`src/design/mpid_pkg.sv`:
```
// shared types and constants for the multichannel pid step core
package mpid_pkg;

  // field widths
  localparam int CHAN_W   = 2;
  localparam int TEMP_W   = 16;
  localparam int GAIN_W   = 16;
  localparam int INTEG_W  = 24;
  localparam int DRIVE_W  = 32;
  localparam int DUTY_W   = 7;
  localparam int CFG_IDX_W = 3;
  localparam int CFG_DAT_W = 24;

  // product and sum widths
  localparam int DIFF_W  = TEMP_W + 1;
  localparam int PPROD_W = GAIN_W + TEMP_W;
  localparam int IPROD_W = GAIN_W + INTEG_W;
  localparam int DPROD_W = GAIN_W + DIFF_W;
  localparam int SUM_W   = IPROD_W + 2;

  // drive value has 12 fraction bits
  localparam int FRAC_BITS = 12;
  localparam logic [DUTY_W-1:0] DUTY_MAX = 7'd100;

  // register indexes
  typedef enum logic [CFG_IDX_W-1:0] {
    REG_P_GAIN    = 3'd0,
    REG_I_GAIN    = 3'd1,
    REG_D_GAIN    = 3'd2,
    REG_INTEG_MIN = 3'd3,
    REG_INTEG_MAX = 3'd4
  } cfg_reg_t;

endpackage

```
`src/design/multichannel_pid_step_core.sv`:
```
// multichannel pid step core: per-channel integral, pid sum, saturation and duty
//
// Input channel (in_valid/in_ready): one item per sensor sample with its channel,
// a restart flag, the measured temperature and the error, both signed Q11.4.
// Result channel (out_valid/out_ready): one item per input item, in order, with
// the channel echoed, the saturated Q19.12 drive value and a 0..100 duty.
// Gains and integral clamps are written through cfg_wr_en/cfg_index/cfg_wdata;
// the user must write them only while no item is in flight, which the block
// itself does not enforce. Writes take effect at once, unknown indexes are dropped.
// An accepted item passes the input register, the integral update, the
// multiply, then sum and saturate into the result register. Throughput: one
// item per cycle while the receiver does not stall, set by the four-stage pipeline;
// per-channel state is updated as an item leaves the input register, so items
// on the same channel may follow each other in consecutive cycles.
// Reset clears gains, clamps, every channel's integral and last temperature and
// empties the pipeline. When the receiver stalls, each stage holds its item and
// empty stages still fill, so up to four items are taken before in_ready drops.
module multichannel_pid_step_core #(
  parameter int CHANNELS = 4
) (
  input  logic                                 clk,
  input  logic                                 rst_n,
  // configuration
  input  logic                                 cfg_wr_en,
  input  logic [mpid_pkg::CFG_IDX_W-1:0]       cfg_index,
  input  logic [mpid_pkg::CFG_DAT_W-1:0]       cfg_wdata,
  // input items
  input  logic                                 in_valid,
  output logic                                 in_ready,
  input  logic [mpid_pkg::CHAN_W-1:0]          in_channel,
  input  logic                                 in_restart,
  input  logic signed [mpid_pkg::TEMP_W-1:0]   in_temperature,
  input  logic signed [mpid_pkg::TEMP_W-1:0]   in_error,
  // result items
  output logic                                 out_valid,
  input  logic                                 out_ready,
  output logic [mpid_pkg::CHAN_W-1:0]          out_channel,
  output logic signed [mpid_pkg::DRIVE_W-1:0]  out_drive_value,
  output logic [mpid_pkg::DUTY_W-1:0]          out_duty_percent
);
  import mpid_pkg::*;

  localparam int SLOT_W = (CHANNELS > 1) ? $clog2(CHANNELS) : 1;

  localparam logic signed [INTEG_W:0] INTEG_TOP    = (INTEG_W+1)'(8388607);
  localparam logic signed [INTEG_W:0] INTEG_BOTTOM = -(INTEG_W+1)'(8388608);
  localparam logic signed [SUM_W-1:0] DRIVE_TOP    = SUM_W'(64'sd2147483647);
  localparam logic signed [SUM_W-1:0] DRIVE_BOTTOM = -SUM_W'(64'sd2147483648);

  // configuration registers
  logic signed [GAIN_W-1:0]  p_gain_r, i_gain_r, d_gain_r;
  logic signed [INTEG_W-1:0] integ_min_r, integ_max_r;

  // per-channel state
  logic signed [INTEG_W-1:0] integral_r [CHANNELS];
  logic signed [TEMP_W-1:0]  last_temp_r [CHANNELS];

  // stage 1: input register
  logic                      s1_v_r;
  logic [CHAN_W-1:0]         s1_chan_r;
  logic                      s1_restart_r;
  logic signed [TEMP_W-1:0]  s1_temp_r, s1_err_r;

  // stage 2: updated integral and temperature difference
  logic                      s2_v_r;
  logic [CHAN_W-1:0]         s2_chan_r;
  logic signed [TEMP_W-1:0]  s2_err_r;
  logic signed [INTEG_W-1:0] s2_acc_r;
  logic signed [DIFF_W-1:0]  s2_diff_r;

  // stage 3: products
  logic                      s3_v_r;
  logic [CHAN_W-1:0]         s3_chan_r;
  logic signed [PPROD_W-1:0] s3_p_r;
  logic signed [IPROD_W-1:0] s3_i_r;
  logic signed [DPROD_W-1:0] s3_d_r;

  // result register
  logic                      out_v_r;
  logic [CHAN_W-1:0]         out_chan_r;
  logic signed [DRIVE_W-1:0] out_drive_r;
  logic [DUTY_W-1:0]         out_duty_r;

  // stage handshakes
  logic rdy4, rdy3, rdy2, rdy1;

  always_comb begin
    rdy4 = !out_v_r || out_ready;
    rdy3 = !s3_v_r || rdy4;
    rdy2 = !s2_v_r || rdy3;
    rdy1 = !s1_v_r || rdy2;
  end

  assign in_ready = rdy1;

  // configuration writes
  always_ff @(posedge clk) begin
    if (!rst_n) begin
      p_gain_r    <= '0;
      i_gain_r    <= '0;
      d_gain_r    <= '0;
      integ_min_r <= '0;
      integ_max_r <= '0;
    end else if (cfg_wr_en) begin
      case (cfg_index)
        REG_P_GAIN:    p_gain_r    <= cfg_wdata[GAIN_W-1:0];
        REG_I_GAIN:    i_gain_r    <= cfg_wdata[GAIN_W-1:0];
        REG_D_GAIN:    d_gain_r    <= cfg_wdata[GAIN_W-1:0];
        REG_INTEG_MIN: integ_min_r <= cfg_wdata[INTEG_W-1:0];
        REG_INTEG_MAX: integ_max_r <= cfg_wdata[INTEG_W-1:0];
        default: ;
      endcase
    end
  end

  // stage 1 capture
  always_ff @(posedge clk) begin
    if (!rst_n) begin
      s1_v_r <= 1'b0;
    end else if (rdy1) begin
      s1_v_r <= in_valid;
    end
  end

  always_ff @(posedge clk) begin
    if (rdy1 && in_valid) begin
      s1_chan_r    <= in_channel;
      s1_restart_r <= in_restart;
      s1_temp_r    <= in_temperature;
      s1_err_r     <= in_error;
    end
  end

  // integral update for the channel in stage 1
  logic [CHAN_W-1:0]         chan_mod;
  logic [SLOT_W-1:0]         slot;
  logic signed [INTEG_W-1:0] integ_base, acc_nxt;
  logic signed [TEMP_W-1:0]  last_base;
  logic signed [INTEG_W:0]   integ_sum;
  logic signed [DIFF_W-1:0]  diff_nxt;
  logic                      s1_move;

  always_comb begin
    // channel folded onto the state slots by repeated subtraction
    chan_mod = s1_chan_r;
    for (int k = 0; k < (1 << CHAN_W) - 1; k++) begin
      if (chan_mod >= CHANNELS) begin
        chan_mod = chan_mod - CHAN_W'(CHANNELS);
      end
    end
    slot       = SLOT_W'(chan_mod);
    integ_base = s1_restart_r ? '0 : integral_r[slot];
    last_base  = s1_restart_r ? '0 : last_temp_r[slot];
    integ_sum  = (INTEG_W+1)'(integ_base) + (INTEG_W+1)'(s1_err_r);
    if (integ_sum > INTEG_TOP) begin
      acc_nxt = INTEG_TOP[INTEG_W-1:0];
    end else if (integ_sum < INTEG_BOTTOM) begin
      acc_nxt = INTEG_BOTTOM[INTEG_W-1:0];
    end else begin
      acc_nxt = integ_sum[INTEG_W-1:0];
    end
    if (integ_min_r < integ_max_r) begin
      if (acc_nxt > integ_max_r) begin
        acc_nxt = integ_max_r;
      end else if (acc_nxt < integ_min_r) begin
        acc_nxt = integ_min_r;
      end
    end
    diff_nxt = DIFF_W'(last_base) - DIFF_W'(s1_temp_r);
    s1_move  = s1_v_r && rdy2;
  end

  // channel state, written as the item leaves stage 1
  always_ff @(posedge clk) begin
    if (!rst_n) begin
      for (int i = 0; i < CHANNELS; i++) begin
        integral_r[i]  <= '0;
        last_temp_r[i] <= '0;
      end
    end else if (s1_move) begin
      integral_r[slot]  <= acc_nxt;
      last_temp_r[slot] <= s1_temp_r;
    end
  end

  // stage 2
  always_ff @(posedge clk) begin
    if (!rst_n) begin
      s2_v_r <= 1'b0;
    end else if (rdy2) begin
      s2_v_r <= s1_v_r;
    end
  end

  always_ff @(posedge clk) begin
    if (s1_move) begin
      s2_chan_r <= s1_chan_r;
      s2_err_r  <= s1_err_r;
      s2_acc_r  <= acc_nxt;
      s2_diff_r <= diff_nxt;
    end
  end

  // stage 3: the three gain products
  logic signed [PPROD_W-1:0] p_prod;
  logic signed [IPROD_W-1:0] i_prod;
  logic signed [DPROD_W-1:0] d_prod;

  always_comb begin
    p_prod = p_gain_r * s2_err_r;
    i_prod = i_gain_r * s2_acc_r;
    d_prod = d_gain_r * s2_diff_r;
  end

  always_ff @(posedge clk) begin
    if (!rst_n) begin
      s3_v_r <= 1'b0;
    end else if (rdy3) begin
      s3_v_r <= s2_v_r;
    end
  end

  always_ff @(posedge clk) begin
    if (s2_v_r && rdy3) begin
      s3_chan_r <= s2_chan_r;
      s3_p_r    <= p_prod;
      s3_i_r    <= i_prod;
      s3_d_r    <= d_prod;
    end
  end

  // sum, saturation and duty
  logic signed [SUM_W-1:0]   pid_sum;
  logic signed [DRIVE_W-1:0] drive_nxt;
  logic [DUTY_W-1:0]         duty_nxt;
  logic [DRIVE_W-FRAC_BITS-2:0] drive_int;

  always_comb begin
    pid_sum = SUM_W'(s3_p_r) + SUM_W'(s3_i_r) + SUM_W'(s3_d_r);
    if (pid_sum > DRIVE_TOP) begin
      drive_nxt = DRIVE_TOP[DRIVE_W-1:0];
    end else if (pid_sum < DRIVE_BOTTOM) begin
      drive_nxt = DRIVE_BOTTOM[DRIVE_W-1:0];
    end else begin
      drive_nxt = pid_sum[DRIVE_W-1:0];
    end
    drive_int = drive_nxt[DRIVE_W-2:FRAC_BITS];
    if (drive_nxt[DRIVE_W-1]) begin
      duty_nxt = '0;
    end else if (drive_int > (DRIVE_W-FRAC_BITS-1)'(DUTY_MAX)) begin
      duty_nxt = DUTY_MAX;
    end else begin
      duty_nxt = drive_int[DUTY_W-1:0];
    end
  end

  // result register
  always_ff @(posedge clk) begin
    if (!rst_n) begin
      out_v_r <= 1'b0;
    end else if (rdy4) begin
      out_v_r <= s3_v_r;
    end
  end

  always_ff @(posedge clk) begin
    if (s3_v_r && rdy4) begin
      out_chan_r  <= s3_chan_r;
      out_drive_r <= drive_nxt;
      out_duty_r  <= duty_nxt;
    end
  end

  assign out_valid        = out_v_r;
  assign out_channel      = out_chan_r;
  assign out_drive_value  = out_drive_r;
  assign out_duty_percent = out_duty_r;

  // updated integral respects an active clamp
  a_clamp_holds: assert property (@(posedge clk) disable iff (!rst_n)
    s2_v_r && (integ_min_r < integ_max_r) |->
      (s2_acc_r >= integ_min_r) && (s2_acc_r <= integ_max_r))
    else $error("integral outside active clamp");

  // duty never above full scale
  a_duty_range: assert property (@(posedge clk) disable iff (!rst_n)
    out_v_r |-> out_duty_r <= DUTY_MAX)
    else $error("duty above full scale");

  // negative drive gives zero duty
  a_duty_sign: assert property (@(posedge clk) disable iff (!rst_n)
    out_v_r && out_drive_r[DRIVE_W-1] |-> out_duty_r == '0)
    else $error("negative drive with nonzero duty");

  // a product stage item is not dropped while the result register stalls
  a_s3_hold: assert property (@(posedge clk) disable iff (!rst_n)
    s3_v_r && !rdy4 |=> s3_v_r && $stable(s3_i_r))
    else $error("stage 3 item lost under stall");

  // a channel's stored temperature follows the item that left stage 1
  a_last_temp: assert property (@(posedge clk) disable iff (!rst_n)
    s1_move |=> last_temp_r[$past(slot)] == $past(s1_temp_r))
    else $error("last temperature not updated");

endmodule

```
`config.mk`:
```
export PLATFORM = sky130hd
export DESIGN_NAME = multichannel_pid_step_core
export DESIGN_NICKNAME = d
export VERILOG_FILES = /design/src/design/mpid_pkg.sv /design/src/design/multichannel_pid_step_core.sv
export SDC_FILE = /design/constraint.sdc
export NUM_CORES = 2
export LEC_CHECK = 0
export ABC_AREA = 0
export BUFFER_PORTS_ARGS = -buffer_cell sky130_fd_sc_hd__buf_2
export CORE_MARGIN = 4
export CORE_UTILIZATION = 61
export DETAILED_ROUTE_END_ITERATION = 6
export PLACE_DENSITY = 0.78
export SYNTH_ARGS = -nofsm -noshare
export SYNTH_HDL_FRONTEND = slang
export SYNTH_SLANG_ARGS = --single-unit
```
`constraint.sdc`:
```
create_clock -name clk -period 14.27 [get_ports clk]
set_input_delay 1.427 -clock clk [delete_from_list [all_inputs] [get_ports clk]]
set_output_delay 1.427 -clock clk [all_outputs]
set_load 0.05 [all_outputs]
```
==> results by group <==
Cells and area
  – Layout Nets: 7352
  – Area Growth Syn to Fin: 6.04%
  – Antenna cells: 0
  – Layout cell share with drive strength beyond 1: 5.32%
  – Number of fill cells: 7408

Pwr
  – Sw Pwr: 2.03 mW
  – Int Pwr: 3.34 mW
  – Pwr dens: 85.6 nW/um^2
  – Leakage: 26.8 nW
  – Switching share of power: 37.9%
  – Flop pwr share: 35.7%
  – Comb power frac: 35.7%
  – Peak VDD IR: 0.136 mV
  – Part of the power in the clock network: 28.6%
  – Overall power: 5.37 mW

STA
  – Fmax: 107 MHz
  – Setup-failing EPs final: 0
  – Pins over their slew limit: 0
  – Clock skew: 0.0780 ns
  – Final setup TNS: 0 ns
  – Hold Worst Slack: 0.419 ns
  – Crit share post-route: 65.4%
  – Worst Tran Pin Value: 1.26 ns
  – Slew headroom: 16.2%
  – Final Hold Fails: 0
  – Post-route minimum period: 9.34 ns
  – RSZ-0062 raised after global routing: false

Synthesis
  – Synth top area share: 32.3%
  – Synthesized net count: 7372
  – Seq cells post-synth: 504
  – Dominant synthesized flop cell: edfxtp_1
  – Distinct cells, synth: 79
  – Mapped Avg Cell Area: 9.97 sq um
  – Mapped Area: 59200 sq um
  – Post-synth EDFFs: 402
  – Gate Count Post-Synth: 5936
  – Synth top cells by count: inv_1 (1115), fa_1 (955), nand2_1 (805)
  – Synth warn: 0
  – Count leader, synth: inv_1
  – Ranking of synthesized cells by area: fa_1 (32%), edfxtp_1 (20%), ha_1 (8.8%)
  – Yosys top cell by area: fa_1
  – Sequential share of the synthesized area: 23.8%
  – Ys async rst share: 0%

Floorplan
  – Top-Level Pins: 110
  – Chip Width: 320 um
  – Height of the die: 320 um
  – Core footprint: 95600 sq um
  – Rows: 113
  – Initial core utilization: 61.9%
  – Full die area: 102000 sq um

Clock tree
  – Clock Pin Slew Worst Setup and Hold Paths: 0.06 ns
  – Post-CTS Setup Inserts: 0
  – Worst skew pair latency: 0.67 ns
  – Clock root buffer: clkbuf_16
  – H-tree levels: 2
  – Clock sink count: 504
  – CTS Buffer Depth: 3
  – TritonCTS clock tree: done
  – Num CTS Buffers: 55
  – Resized cells post-CTS: 0
  – CTS Hold Bufs: 0

Route
  – Antenna-violating nets left: 0
  – Top routing layer used: met5
  – Via density: 5.86
  – Wirelength per Cell: 21.0 um
  – Routed met1 length: 59300 um
  – Initial DRC count: 3493
  – Post-Route WL: 152000 um
  – Met2 wire len: 72200 um
  – Via count: 42369
  – Drc violations: 0
  – DR WL met3: 12500 um
  – DRT Pass-1 Iters: 6

Setup path
  – R2R depth: 26
  – Worst Path Required: 14.65 ns
  – Worst path buffer plus inverter count: 3
  – Critical path's largest stage delay: 0.92 ns
  – Worst Path Max Fanout: 42
  – R2r setup slk: 4.93 ns
  – Slowest cell on crit path: a31oi_1
  – Crit path DAT: 9.72 ns
  – Critical Path Start Type: flop
  – Crit-path leading delay family: compound AO/OA/AOI/OAI gates
  – Critical path capture point type: flop
  – FF-to-FF End: integral_r[3][21]
  – CP Class: reg -> reg

GRT
  – GRT Residual Overflow: 0
  – Global-route wire length before repair: 246000 um
  – Initial antenna violation count: 6
  – Largest net degree at the start of global routing: 96
  – Vias in the first global route: 45403
  – GRT Resource Usage Total: 30.7%

Min path
  – Hold path cells: 0
  – Hold Path End: out_channel[1]
  – Hold Crit Class: reg -> reg
  – Worst hold start: s3_chan_r[1]

Place
  – Port bufs: 109
  – Detailed Place HPWL: 117000 um
  – RePlAce Congestion: 0.934

Status
  – Status: finished, final reports clean

Job
  – Max_cap viols: 0
how the worst max path moves through the flow:
stage / to / cells past startpoint / slack [ns]
floorplan: integral_r[0][0] / 8 / 7.00
global placement: integral_r[0][15] / 27 / 5.48
detailed placement: integral_r[3][21] / 25 / 5.18
CTS: integral_r[3][21] / 26 / 5.16
global route: integral_r[2][19] / 28 / 4.14
finish: integral_r[3][21] / 26 / 4.93
routing by layer:
layer / up-vias / track usage [%]
li1: 18736 / -
met1: 21278 / 40.4
met2: 1937 / 50.7
met3: 414 / 5.28
met4: 4 / 13.7
met5: - / 0
flip-flops by register name (all words and copies together) (netlist names), 16 cells and up, named ones only:
| register | cells |
|---|---|
| i_gain_r | 16 |
| s1_err_r | 16 |
| out_drive_value | 32 |
| p_gain_r | 16 |
| integ_max_r | 24 |
| s2_diff_r | 17 |
| s3_i_r | 40 |
| s2_err_r | 16 |
| integral_r | 96 |
| s2_acc_r | 24 |
| s1_temp_r | 16 |
| s3_d_r | 33 |
| integ_min_r | 24 |
| d_gain_r | 16 |
| s3_p_r | 32 |
| last_temp_r | 64 |
cells in the final DEF, fill, tap and decap left out, drive strengths merged, types with 15 or more instances in the layout:
cell and count:
mux4 38, a21oi 164, a21boi 104, xnor2 126
clkinv 21, and2 365, nor3 44, and3 20
clkbuf 62, buf 154, nand4 20, nand2b 71
edfxtp 402, inv 1124, nand3 53, nor2b 70
o21bai 21, a211oi 24, nand2 805, dfxtp 102
fa 955, a221o 15, nor2 271, xor2 46
a21o 82, o31ai 15, ha 414, o21a 48
o21ai 127, a31oi 22
cell families (layout without fill, tap and decap cells):
| family | Yosys count | after routing | share of synthesized area (%) |
|---|---|---|---|
| compound gates | 727 | 727 | 8.31 |
| fa+ha+maj | 1369 | 1369 | 41.1 |
| flops | 504 | 504 | 23.8 |
| mux | 45 | 45 | 1.57 |
| xor+xnor | 172 | 172 | 2.55 |
| simple gates | 1773 | 1773 | 14.1 |
| buf+inv | 1346 | 1372 | 8.57 |
stage by stage:
step | cells | area, sq um | worst slack [ns] | utilization [%]
after CTS | 7227 | 62800 | 5.16 | 65.7
final | 7227 | 62800 | 4.93 | 65.7
after floorplan | 5936 | 59200 | 7.00 | -
after global placement | 7124 | 60800 | 5.48 | 63.6
after global routing | 7227 | 62800 | 4.14 | 65.7
after detailed placement | 7124 | 60800 | 5.18 | 63.6
power by group through the flow:
stage	clock, mW	combinational [mW]	sequential (mW)
2_1_floorplan	0	1.38	1.82
3_3_place_gp	0	1.85	1.93
3_5_place_dp	0	1.89	1.94
4_1_cts	1.55	1.90	1.91
5_1_grt	1.62	2.13	1.92
6_report	1.54	1.92	1.92
cell type report:
type	count	area, sq um	share of cell area [%]
clock buffer	62	1410	2.25
clock inverter	41	537	0.855
inverter	1115	4190	6.67
multi-input combinational	4086	40000	63.8
sequential	504	14100	22.5
tap	1265	1580	2.52
timing repair buffer	154	883	1.41
Power figures use the tool's default switching activity.
